`src/hdl/ekw_pkg.sv`:
```
`timescale 1ns / 1ps
// ----------------------------------------------------------------------------
// Epoch key window package
// Shared types and codes for the epoch key window manager and its parts.
// ----------------------------------------------------------------------------
package ekw_pkg;

  typedef enum logic [1:0] {
    OP_LOOKUP  = 2'd0,
    OP_REPLACE = 2'd1,
    OP_ITERATE = 2'd2,
    OP_START   = 2'd3
  } op_t;

  localparam logic [2:0] KIND_HIT        = 3'd0;
  localparam logic [2:0] KIND_MISS       = 3'd1;
  localparam logic [2:0] KIND_DERIVE_FUT = 3'd2;
  localparam logic [2:0] KIND_DERIVE_TX  = 3'd3;
  localparam logic [2:0] KIND_ROTATED    = 3'd4;
  localparam logic [2:0] KIND_NOT_FOUND  = 3'd5;

  localparam logic [1:0] SLOT_CURRENT  = 2'd0;
  localparam logic [1:0] SLOT_RETIRING = 2'd1;
  localparam logic [1:0] SLOT_FUTURE   = 2'd2;

  typedef struct packed {
    logic [1:0]  op;
    logic [15:0] epoch;
  } in_item_t;

  typedef struct packed {
    logic [2:0]  kind;
    logic [1:0]  slot;
    logic [3:0]  future_index;
    logic [15:0] key_epoch;
    logic        move_replay_window;
    logic        reset_send_counter;
    logic        last;
  } out_item_t;

  typedef enum logic [3:0] {
    S_IDLE,
    S_LOOK,
    S_SEARCH,
    S_NOTFOUND,
    S_REP_SEND,
    S_REP_UPD,
    S_START_UPD,
    S_CALC,
    S_ROT,
    S_START_SEND,
    S_SWEEP,
    S_ITER
  } state_t;

  typedef enum logic [2:0] {
    R_LOOK,
    R_NOTFOUND,
    R_SEND_REP,
    R_ITER,
    R_START_SEND,
    R_ROT,
    R_DERIVE
  } res_t;

  typedef enum logic [1:0] {
    RS_CNT,
    RS_LOOK,
    RS_SHIFT
  } rsel_t;

  typedef struct packed {
    logic  load;
    logic  emit;
    res_t  res;
    logic  last;
    logic  cnt_clr;
    logic  cnt_inc;
    logic  found;
    logic  rep_upd;
    logic  start_upd;
    logic  calc;
    logic  shift_wr;
    rsel_t rsel;
  } cmd_t;

  typedef struct packed {
    op_t  op;
    logic out_free;
    logic hit;
    logic cnt_last;
    logic enc_lt;
    logic top;
    logic num_zero;
  } sts_t;

endpackage

```
`src/hdl/ekw_ctrl.sv`:
```
`timescale 1ns / 1ps
// ----------------------------------------------------------------------------
// Epoch key window controller
// Sequences lookups, window searches, promotions, send iterates and window refills.
// ----------------------------------------------------------------------------
module ekw_ctrl (
  input  logic          clk,
  input  logic          rst,
  input  logic          in_valid,
  input  ekw_pkg::op_t  in_op,
  output logic          in_ready,
  input  ekw_pkg::sts_t sts,
  output ekw_pkg::cmd_t cmd
);
  import ekw_pkg::*;

  state_t state;
  state_t state_next;

  always_ff @(posedge clk) begin
    if (rst) begin
      state <= S_IDLE;
    end else begin
      state <= state_next;
    end
  end

  always_comb begin
    state_next = state;
    in_ready   = 1'b0;
    cmd        = '0;
    cmd.res    = R_LOOK;
    cmd.rsel   = RS_CNT;
    case (state)
      S_IDLE: begin
        in_ready = 1'b1;
        if (in_valid) begin
          cmd.load    = 1'b1;
          cmd.cnt_clr = 1'b1;
          case (in_op)
            OP_LOOKUP:  state_next = S_LOOK;
            OP_REPLACE: state_next = S_SEARCH;
            OP_ITERATE: state_next = S_ITER;
            OP_START:   state_next = S_START_UPD;
            default:    state_next = S_IDLE;
          endcase
        end
      end
      S_LOOK: begin
        cmd.rsel = RS_LOOK;
        cmd.res  = R_LOOK;
        cmd.last = 1'b1;
        if (sts.out_free) begin
          cmd.emit   = 1'b1;
          state_next = S_IDLE;
        end
      end
      S_SEARCH: begin
        cmd.rsel = RS_CNT;
        if (sts.hit) begin
          cmd.found  = 1'b1;
          state_next = sts.enc_lt ? S_REP_SEND : S_REP_UPD;
        end else if (sts.cnt_last) begin
          state_next = S_NOTFOUND;
        end else begin
          cmd.cnt_inc = 1'b1;
        end
      end
      S_NOTFOUND: begin
        cmd.res  = R_NOTFOUND;
        cmd.last = 1'b1;
        if (sts.out_free) begin
          cmd.emit   = 1'b1;
          state_next = S_IDLE;
        end
      end
      S_REP_SEND: begin
        cmd.res = R_SEND_REP;
        if (sts.out_free) begin
          cmd.emit   = 1'b1;
          state_next = S_REP_UPD;
        end
      end
      S_REP_UPD: begin
        cmd.rep_upd = 1'b1;
        state_next  = S_CALC;
      end
      S_START_UPD: begin
        cmd.start_upd = 1'b1;
        state_next    = S_CALC;
      end
      S_CALC: begin
        cmd.calc    = 1'b1;
        cmd.cnt_clr = 1'b1;
        state_next  = (sts.op == OP_REPLACE) ? S_ROT : S_START_SEND;
      end
      S_ROT: begin
        cmd.res  = R_ROT;
        cmd.last = sts.num_zero;
        if (sts.out_free) begin
          cmd.emit   = 1'b1;
          state_next = S_SWEEP;
        end
      end
      S_START_SEND: begin
        cmd.res  = R_START_SEND;
        cmd.last = sts.num_zero;
        if (sts.out_free) begin
          cmd.emit   = 1'b1;
          state_next = S_SWEEP;
        end
      end
      S_SWEEP: begin
        cmd.rsel = RS_SHIFT;
        cmd.res  = R_DERIVE;
        cmd.last = sts.cnt_last;
        if (!sts.top) begin
          cmd.shift_wr = 1'b1;
          if (sts.cnt_last) begin
            state_next = S_IDLE;
          end else begin
            cmd.cnt_inc = 1'b1;
          end
        end else if (sts.out_free) begin
          cmd.emit = 1'b1;
          if (sts.cnt_last) begin
            state_next = S_IDLE;
          end else begin
            cmd.cnt_inc = 1'b1;
          end
        end
      end
      S_ITER: begin
        cmd.res  = R_ITER;
        cmd.last = 1'b1;
        if (sts.out_free) begin
          cmd.emit   = 1'b1;
          state_next = S_IDLE;
        end
      end
      default: begin
        state_next = S_IDLE;
      end
    endcase
  end

endmodule

```
`src/hdl/ekw_dp.sv`:
```
`timescale 1ns / 1ps
// ----------------------------------------------------------------------------
// Epoch key window datapath
// Epoch registers, the future window store, the walk counter and the output
// register.
// ----------------------------------------------------------------------------
module ekw_dp #(
  parameter int WINDOW_SIZE = 16
) (
  input  logic              clk,
  input  logic              rst,
  input  ekw_pkg::in_item_t in_item,
  input  ekw_pkg::cmd_t     cmd,
  output ekw_pkg::sts_t     sts,
  output logic              out_valid,
  input  logic              out_ready,
  output ekw_pkg::out_item_t out_item
);
  import ekw_pkg::*;

  localparam int IW = (WINDOW_SIZE > 1) ? $clog2(WINDOW_SIZE) : 1;
  localparam int CW = $clog2(WINDOW_SIZE + 1);
  localparam int SW = CW + 1;
  localparam logic [15:0] W16       = 16'(WINDOW_SIZE);
  localparam logic [15:0] TOP_LIMIT = 16'(65534 - WINDOW_SIZE);
  localparam logic [IW-1:0] LAST_IDX = IW'(WINDOW_SIZE - 1);

  logic [1:0]    op_q;
  logic [15:0]   ep_q;
  logic [15:0]   decrypt_epoch;
  logic [15:0]   retiring_epoch;
  logic [15:0]   encrypt_epoch;
  logic [15:0]   send_chain_epoch;
  logic [15:0]   recv_chain_epoch;
  logic [15:0]   future_epochs [WINDOW_SIZE];
  logic [IW-1:0] cnt;
  logic [IW-1:0] found_idx;
  logic [CW-1:0] num;

  logic [16:0]   diff;
  logic [15:0]   look_off;
  logic [IW-1:0] look_idx;
  logic          in_win;
  logic [SW-1:0] sh_sum;
  logic          top;
  logic [IW-1:0] raddr;
  logic [15:0]   rdata;
  logic [15:0]   clean;
  logic [15:0]   nraw;
  logic [CW-1:0] num_next;
  logic [15:0]   send_max;
  logic [15:0]   send_inc;
  logic [15:0]   recv_inc;
  logic          out_free;
  out_item_t     res_item;

  function automatic logic [3:0] fidx(input logic [IW-1:0] i);
    logic [31:0] w;
    w = 32'(i);
    return w[3:0];
  endfunction

  assign diff     = {1'b0, ep_q} - {1'b0, decrypt_epoch};
  assign look_off = diff[15:0] - 16'd1;
  assign look_idx = look_off[IW-1:0];
  assign in_win   = (ep_q > decrypt_epoch) && (diff[15:0] <= W16) && (ep_q <= TOP_LIMIT);

  assign sh_sum = SW'(cnt) + SW'(num);
  assign top    = sh_sum >= SW'(WINDOW_SIZE);

  always_comb begin
    case (cmd.rsel)
      RS_CNT:   raddr = cnt;
      RS_LOOK:  raddr = look_idx;
      RS_SHIFT: raddr = sh_sum[IW-1:0];
      default:  raddr = cnt;
    endcase
  end

  assign rdata = future_epochs[raddr];
  assign clean = ((rdata != 16'd0) && (rdata < decrypt_epoch)) ? 16'd0 : rdata;

  assign nraw     = decrypt_epoch + W16 - recv_chain_epoch;
  assign num_next = (nraw > W16) ? CW'(WINDOW_SIZE) : nraw[CW-1:0];

  assign send_max = (send_chain_epoch < ep_q) ? ep_q : send_chain_epoch;
  assign send_inc = send_chain_epoch + 16'd1;
  assign recv_inc = recv_chain_epoch + 16'd1;
  assign out_free = !out_valid || out_ready;

  always_comb begin
    sts.op       = op_t'(op_q);
    sts.out_free = out_free;
    sts.hit      = (rdata != 16'd0) && (rdata == ep_q);
    sts.cnt_last = cnt == LAST_IDX;
    sts.enc_lt   = encrypt_epoch < ep_q;
    sts.top      = top;
    sts.num_zero = num == '0;
  end

  always_comb begin
    res_item      = '0;
    res_item.last = cmd.last;
    case (cmd.res)
      R_LOOK: begin
        if (ep_q == decrypt_epoch) begin
          res_item.kind      = KIND_HIT;
          res_item.slot      = SLOT_CURRENT;
          res_item.key_epoch = decrypt_epoch;
        end else if ((retiring_epoch != 16'd0) && (retiring_epoch == ep_q)) begin
          res_item.kind      = KIND_HIT;
          res_item.slot      = SLOT_RETIRING;
          res_item.key_epoch = retiring_epoch;
        end else if (in_win) begin
          res_item.kind         = KIND_HIT;
          res_item.slot         = SLOT_FUTURE;
          res_item.future_index = fidx(look_idx);
          res_item.key_epoch    = rdata;
        end else begin
          res_item.kind      = KIND_MISS;
          res_item.key_epoch = ep_q;
        end
      end
      R_NOTFOUND: begin
        res_item.kind      = KIND_NOT_FOUND;
        res_item.key_epoch = ep_q;
      end
      R_SEND_REP: begin
        res_item.kind      = KIND_DERIVE_TX;
        res_item.key_epoch = send_max;
      end
      R_ITER: begin
        res_item.kind               = KIND_DERIVE_TX;
        res_item.key_epoch          = send_inc;
        res_item.reset_send_counter = 1'b1;
      end
      R_START_SEND: begin
        res_item.kind               = KIND_DERIVE_TX;
        res_item.key_epoch          = ep_q;
        res_item.reset_send_counter = 1'b1;
      end
      R_ROT: begin
        res_item.kind               = KIND_ROTATED;
        res_item.key_epoch          = decrypt_epoch;
        res_item.move_replay_window = 1'b1;
      end
      R_DERIVE: begin
        res_item.kind         = KIND_DERIVE_FUT;
        res_item.future_index = fidx(cnt);
        res_item.key_epoch    = recv_inc;
      end
      default: begin
        res_item.kind = KIND_MISS;
      end
    endcase
  end

  always_ff @(posedge clk) begin
    if (cmd.load) begin
      op_q <= in_item.op;
      ep_q <= in_item.epoch;
    end
    if (cmd.cnt_clr) begin
      cnt <= '0;
    end else if (cmd.cnt_inc) begin
      cnt <= cnt + IW'(1);
    end
    if (cmd.found) begin
      found_idx <= cnt;
    end
    if (cmd.calc) begin
      num <= num_next;
    end
    if (cmd.emit) begin
      out_item <= res_item;
    end
  end

  always_ff @(posedge clk) begin
    if (rst) begin
      decrypt_epoch    <= '0;
      retiring_epoch   <= '0;
      encrypt_epoch    <= '0;
      send_chain_epoch <= '0;
      recv_chain_epoch <= '0;
      for (int i = 0; i < WINDOW_SIZE; i++) begin
        future_epochs[i] <= '0;
      end
    end else begin
      if (cmd.emit && (cmd.res == R_SEND_REP)) begin
        send_chain_epoch <= send_max;
        encrypt_epoch    <= send_max;
      end
      if (cmd.emit && (cmd.res == R_ITER)) begin
        send_chain_epoch <= send_inc;
        encrypt_epoch    <= send_inc;
      end
      if (cmd.emit && (cmd.res == R_DERIVE)) begin
        recv_chain_epoch <= recv_inc;
        future_epochs[cnt] <= recv_inc;
      end
      if (cmd.shift_wr) begin
        future_epochs[cnt] <= clean;
      end
      if (cmd.rep_upd) begin
        retiring_epoch           <= decrypt_epoch;
        decrypt_epoch            <= ep_q;
        future_epochs[found_idx] <= '0;
      end
      if (cmd.start_upd) begin
        decrypt_epoch    <= ep_q;
        encrypt_epoch    <= ep_q;
        send_chain_epoch <= ep_q;
        recv_chain_epoch <= ep_q;
        retiring_epoch   <= '0;
      end
    end
  end

  always_ff @(posedge clk) begin
    if (rst) begin
      out_valid <= 1'b0;
    end else if (cmd.emit) begin
      out_valid <= 1'b1;
    end else if (out_ready) begin
      out_valid <= 1'b0;
    end
  end

endmodule

```
`src/hdl/epoch_key_window_manager.sv`:
```
`timescale 1ns / 1ps
// ----------------------------------------------------------------------------
// Epoch key window manager
// Epoch bookkeeping of one data-channel key slot with a window of future
// receive epochs; emits derive commands in place of key material.
// ----------------------------------------------------------------------------
// Channel   Direction  Beat type   Handshake
// in        input      in_item_t   in_valid / in_ready
// out       output     out_item_t  out_valid / out_ready
//
// One item is worked on at a time. A replace searches the window one entry a
// cycle and, if it finds the epoch, sweeps it once more to shift and refill
// it, one entry a cycle but where a derive beat waits on a stalled output. A
// start sweeps the window once to refill it. Reset clears every epoch and the
// window at once. A stalled output holds the walk at the next beat; an input
// is taken while the last beat waits.
// ----------------------------------------------------------------------------
module epoch_key_window_manager #(
  parameter int WINDOW_SIZE = 16
) (
  input  logic               clk,
  input  logic               rst,
  input  logic               in_valid,
  output logic               in_ready,
  input  ekw_pkg::in_item_t  in_item,
  output logic               out_valid,
  input  logic               out_ready,
  output ekw_pkg::out_item_t out_item
);
  import ekw_pkg::*;

  cmd_t cmd;
  sts_t sts;

  ekw_ctrl u_ctrl (
    .clk      (clk),
    .rst      (rst),
    .in_valid (in_valid),
    .in_op    (op_t'(in_item.op)),
    .in_ready (in_ready),
    .sts      (sts),
    .cmd      (cmd)
  );

  ekw_dp #(
    .WINDOW_SIZE (WINDOW_SIZE)
  ) u_dp (
    .clk       (clk),
    .rst       (rst),
    .in_item   (in_item),
    .cmd       (cmd),
    .sts       (sts),
    .out_valid (out_valid),
    .out_ready (out_ready),
    .out_item  (out_item)
  );

  a_emit_free: assert property (@(posedge clk) disable iff (rst)
    cmd.emit |-> sts.out_free)
    else $error("A result was loaded over a beat still waiting.");

  a_one_item: assert property (@(posedge clk) disable iff (rst)
    in_valid && in_ready |=> !in_ready)
    else $error("A second item was taken while one is in work.");

  a_shift_below: assert property (@(posedge clk) disable iff (rst)
    cmd.shift_wr |-> !sts.top)
    else $error("A shift write reached the refill region.");

  a_derive_top: assert property (@(posedge clk) disable iff (rst)
    cmd.emit && (cmd.res == R_DERIVE) |-> sts.top)
    else $error("A derive was issued below the refill region.");

endmodule
```
`config.mk`:
```
export PLATFORM = sky130hd
export DESIGN_NAME = epoch_key_window_manager
export DESIGN_NICKNAME = d
export VERILOG_FILES = /design/src/hdl/ekw_pkg.sv /design/src/hdl/ekw_ctrl.sv /design/src/hdl/ekw_dp.sv /design/src/hdl/epoch_key_window_manager.sv
export SDC_FILE = /design/constraint.sdc
export NUM_CORES = 1
export LEC_CHECK = 0
export CAP_MARGIN = 20
export CORE_AREA = 2 2 266 163
export CTS_BUF_LIST = sky130_fd_sc_hd__clkbuf_16
export DETAILED_ROUTE_END_ITERATION = 6
export DIE_AREA = 0 0 268 165
export DONT_BUFFER_PORTS = 1
export HOLD_SLACK_MARGIN = 0.15
export PLACE_DENSITY = 0.79
export SYNTH_ARGS = -nofsm -noshare
export SYNTH_HDL_FRONTEND = slang
export SYNTH_SLANG_ARGS = --single-unit
```
`constraint.sdc`:
```
create_clock -name clk -period 6.3 [get_ports clk]
set_clock_uncertainty 0.15 [all_clocks]
set_input_delay 1.575 -clock clk [delete_from_list [all_inputs] [get_ports clk]]
set_output_delay 1.575 -clock clk [all_outputs]
set_load 0.05 [all_outputs]
```
# Word-level counts from Yosys, hierarchy flattened

Memories as Yosys holds them, arrays and structs flattened.
Index checks and enable logic that the tools add are counted.

Memory bits (writable): 256
Bits in read-only memories: 0
Flip-flop bits (word level): 128
Memories: 1
Word-level logic and storage cells: 180
Output and inout bits: 30
Bits in latches: 0

Reductions and logical operators: 32
Muxes and demuxes: 78
Add/subtract/negate cells: 8
Magnitude comparators: 7
Divide/modulo/power cells: 0
Multipliers: 0
Bitwise gates (word level): 2
Equal/unequal tests: 33
Shift-type cells: 0

Memory list:

| memory             | words | width | rd ports | clocked after memory_dff | write ports | RTL line     | source |
|---|---|---|---|---|---|---|---|
| u_dp.future_epochs | 16    | 16    | 1        | 0                        | 16          | ekw_dp.sv:35 | `logic [15:0] future_epochs [WINDOW_SIZE];` |

Operator list:

| operator                                                                | number |
|---|---|
| 16-bit 2-to-1 mux                                                       | 15 |
| 16-bit case mux with 6 select lines                                     | 1 |
| 4-bit 2-to-1 mux                                                        | 13 |
| 16-bit equality test                                                    | 3 |
| 1-bit 2-to-1 mux                                                        | 36 |
| 16-bit by 1-bit adder with 16-bit output (second input constant)        | 2 |
| 16-bit < comparator                                                     | 2 |
| 4-bit case mux with 8 select lines                                      | 1 |
| 16-bit nonzero test                                                     | 2 |
| 16-bit OR reduction                                                     | 2 |
| 16-bit subtractor                                                       | 2 |
| 4-bit case mux with 7 select lines                                      | 1 |
| 4-bit equality test (second input constant)                             | 5 |
| 16-bit by 5-bit adder with 16-bit output (second input constant)        | 1 |
| 4-bit by 3-bit equality test with 1-bit output (second input constant)  | 4 |
| 16-bit > comparator                                                     | 1 |
| 16-bit by 5-bit > comparator with 1-bit output (second input constant)  | 1 |
| 16-bit <= comparator (second input constant)                            | 1 |
| 16-bit by 5-bit <= comparator with 1-bit output (second input constant) | 1 |
| 4-bit case mux with 2 select lines                                      | 2 |
| 4-bit case mux with 4 select lines                                      | 1 |
| 3-bit case mux with 5 select lines                                      | 1 |
| 2-bit OR reduction                                                      | 6 |
| 5-bit 2-to-1 mux                                                        | 2 |
| 31 further kinds                                                        | 54 |

# Longest topological paths before layout

Depth in word-level cells: 14
Gate-level depth with buffers: 31

# By module

From an unflattened synthesis, not the netlist that was laid out.

Cells, all modules: 2372
Area total of the unflattened synthesis: 22107.5 µm²

By module, submodules not included:

| module   | instances | sequential area each (µm²) | area an instance (µm²) | cells an instance |
|---|---|---|---|---|
| ekw_dp   | 1         | 8157.8                     | 21581.9                | 2291 |
| ekw_ctrl | 1         | 80.1                       | 525.5                  | 81 |

# Worst setup path before layout

No wires, ideal clock.

Path kind: register to register
Start point: register u_dp.ep_q[0]
End point: memory u_dp.future_epochs[11][13], data pin
Data arrival time: 5793 ps
Buffers on the path: 7
Data required time: 5885 ps
Cell stages (with the launch flop): 31
Setup slack: 92 ps
Cells stage by stage: edfxtp_1 clkbuf_1 inv_1 ha_1 fa_1 ha_1 and2b_1 o31a_1 buf_2 buf_6 buf_6 buf_2 nand2_1 nand2_1 o2111ai_1 o211ai_4 ha_1 a21o_1 a21o_1 a21oi_1 nor2b_1 o21ai_0 nand2b_1 a21oi_1 nor2b_1 nor4_2 a21oi_2 buf_4 a22oi_2 buf_2 nor2_1

RTL lines:

| element                | RTL line      | source |
|---|---|---|
| from (decl)            | ekw_dp.sv:29  | `logic [15:0] ep_q;` |
| from (signal assigned) | ekw_dp.sv:161 | `ep_q <= in_item.epoch;` |
| to (decl)              | ekw_dp.sv:35  |  |

==> flow_summary.toml <==
[status]
status = "finished, violations left"
violations = "DRC"

[drt]
wl_met1_um = 35900
post_drt_wl_per_cell_um = 29.1
drc = 6
viasPerCell = 6.87
vias = 20400
highest_layer = "met5"
ant_nets = 0
first_pass_iters = 7
drt_iter0_markers = 3963
routed_wl_um = 86400
met3WireLength_um = 16900
routed-wl-met2_um = 31500

[hold_path]
hold_start = "u_dp.retiring_epoch[10]$_SDFFE_PP0N_"
hold_path_class = "reg -> reg"

[clock_tree]
clkTransAtPathRegs_ps = 60
cts_tree = "yes"
clock_latency_ps = 560
cts_max_level = 2
clk_path_buf_depth = 3
root_buffer = "clkbuf_16"
ctsHoldBuffers = 0
cts_buffers = 38
cts_sinks = 384

[setup_path]
worstSetupPathType = "reg -> reg"
crit_required_ps = 6410
r2r-start = "u_dp.ep_q[0]$_DFFE_PP_"
cp-start-kind = "flip-flop"
startpoint = "u_dp.ep_q[0]$_DFFE_PP_"
path_max_fanout = 16
worstPathArrival_ps = 6220
end_kind = "flip-flop"

[pwr]
ir_worst_vdd_uv = 283
p_leak_uw = 0.00915
pwr_density_cell_nw_per_um2 = 471

[place]
place_ws_ps = -84.0
dp_hpwl_um = 61900
numPortBuffers = 0
gp_congestion = 1.06
placed_cell_area_sq_um = 24100
placed_cells = 2885

[synthesis]
dominantRegCellSynth = "edfxtp_1"
syn_inst = 2328
synthArstFlopShare_pct = 0
avgSynthCellArea_sq_um = 9.77
yosysSeqAreaShare_pct = 47.5
ys_types = 87
syn-num-nets = 2439
synth-edff-count = 311
ys_ff_latch = 384
syn_area_sq_um = 22700
yosysWarningCount = 0

[timing]
rsz0062_at_grt = "false"
finalSetupViolations = 0
slew_viol_final = 0
layout_min_cycle_time_ps = 6110
period_share_pct = 97.0
hold_violations = 0
worst_pin_slew_ps = 1180
maxSlewHeadroom_pct = 21.3
fmax_ghz = 0.164
fin_ws_ps = 191

[grt]
first_global_vias = 18500
grt_remaining_overflow = 0
track_usage_pct = 39.0
antenna_found_initial = 3
grt_max_degree = 81
grt_pass1_wl_um = 124000

[floorplan]
fp-row-count = 58
ios = 52
die_w_um = 268
core_area_sq_um = 41600
start_util_pct = 54.7
die_y_um = 165
die_area_sq_um = 44200

[final_layout]
area_delta_synth_final_pct = 11.8
stdcell_count = 2967
stdcell_area_sq_um = 25400
drive_gt1_share_pct = 12.3
nets = 2473
final_cell_mix = "nor2_1, edfxtp_1, nand2_1"
layout_commonest_cell = "nor2_1"

[job]
maxCapViolCount = 0
## final timing paths
path,depth (start not counted),endpoint,slack (ps)
worst max-delay path,27,u_dp.future_epochs[5][15]$_SDFFCE_PN0P_,190
worst max register to register,27,u_dp.future_epochs[5][15]$_SDFFCE_PN0P_,190
worst min register to register,2,u_dp.retiring_epoch[10]$_SDFFE_PP0N_,360
worst min-delay path,2,u_dp.retiring_epoch[10]$_SDFFE_PP0N_,360
## registers in the layout, indices dropped and copies added, names as in the netlist
register	count
u_dp.future_epochs	256
u_dp.out_item	28
u_dp.decrypt_epoch	16
u_dp.encrypt_epoch	16
u_dp.ep_q	16
u_dp.recv_chain_epoch	16
u_dp.retiring_epoch	16
u_dp.num	5
u_ctrl.state	4
u_dp.cnt	4
u_dp.found_idx	4
u_dp.op_q	2
u_dp.out_valid	1
## metrics by stage
step	total power, uW	util (%)	hold slack, ps	setup TNS (ps)
2_1_floorplan	7110	-	282	0
4_1_cts	11500	60.8	356	0
6_report	12000	61.2	358	0
3_3_place_gp	9270	57.9	319	0
3_5_place_dp	9330	57.9	348	-1650
5_1_grt	12400	61.1	367	0
## Yosys cell counts (all sizes together) (21+ instances only)
master  instances  area, sq um
o221ai         21          184
nor4           25          184
and3           31          194
o21ai          63          315
nor2          356         1340
nand2b         22          138
a21oi         136          703
dfxtp          73         1460
inv            68          255
edfxtp        311         9340
buf            52          355
a31oi          39          259
mux2i         134         1370
nand4          27          169
a211oi         31          233
clkbuf        115          432
xnor2          52          470
nand2         264          991
nand3          68          345
ha             86         1080
nor3           44          220
## cell families (layout without fill, tap and decap cells)
family,Yosys count,after routing,share of synthesized area [%]
flops,384,384,47.5
compound gates,495,496,15.0
mux,158,158,7.56
xor+xnor,68,68,2.75
simple gates,899,899,17.6
fa+ha+maj,89,89,5.00
buf+inv,235,298,4.58
other cells,0,5,0
## metal layers
metal / vias up / global-route usage [%]
met5: - / 1.46
met4: 4 / 8.15
met3: 194 / 20.2
met2: 1740 / 48.2
met1: 9858 / 58.6
li1: 8598 / -
## worst max-delay path, cell delays in order, from the launching register on
cell	delay [ps]
edfxtp_1	350
inv_1	60
ha_1	220
fa_1	570
buf_4	130
ha_1	150
xnor3_1	290
a221o_1	390
nand2_1	440
a311oi_1	150
or3_1	440
o21a_1	190
ha_1	210
a21o_1	150
a21o_1	170
a21oi_1	150
nor2b_1	60
o21ai_0	140
nand2b_1	70
a21oi_1	160
nor2b_1	90
nor4_4	260
buf_4	180
buf_4	130
o21ai_0	60
o21ai_1	160
buf_12	220
nor2_1	70
## power by group
group | internal (uW) | leakage, uW | total (uW) | switching, uW
registers | 3040 | 0.00374 | 3510 | 465
clock network | 1190 | 0.000623 | 2230 | 1040
logic | 2360 | 0.00478 | 6240 | 3880
total | 6600 | 0.00915 | 12000 | 5380
## final cells by class
class / instances / area [sq um]
Fill cell: 3463 / 16100
Clock inverter: 30 / 175
Clock buffer: 40 / 1000
Tap cell: 570 / 713
Sequential cell: 384 / 10800
Timing Repair Buffer: 160 / 1430
Inverter: 68 / 255
Antenna cell: 5 / 12.5
Multi-Input combinational cell: 1710 / 11100
## what timing repair did
item | CTS | global route
cloned | 0 | 1
buffers inserted | 0 | 3
endpoints found under the setup margin | 78 | 256
resized for setup | 2 | 19
pin swaps | 0 | 3
No activity file was read; power rests on OpenSTA's default activity.
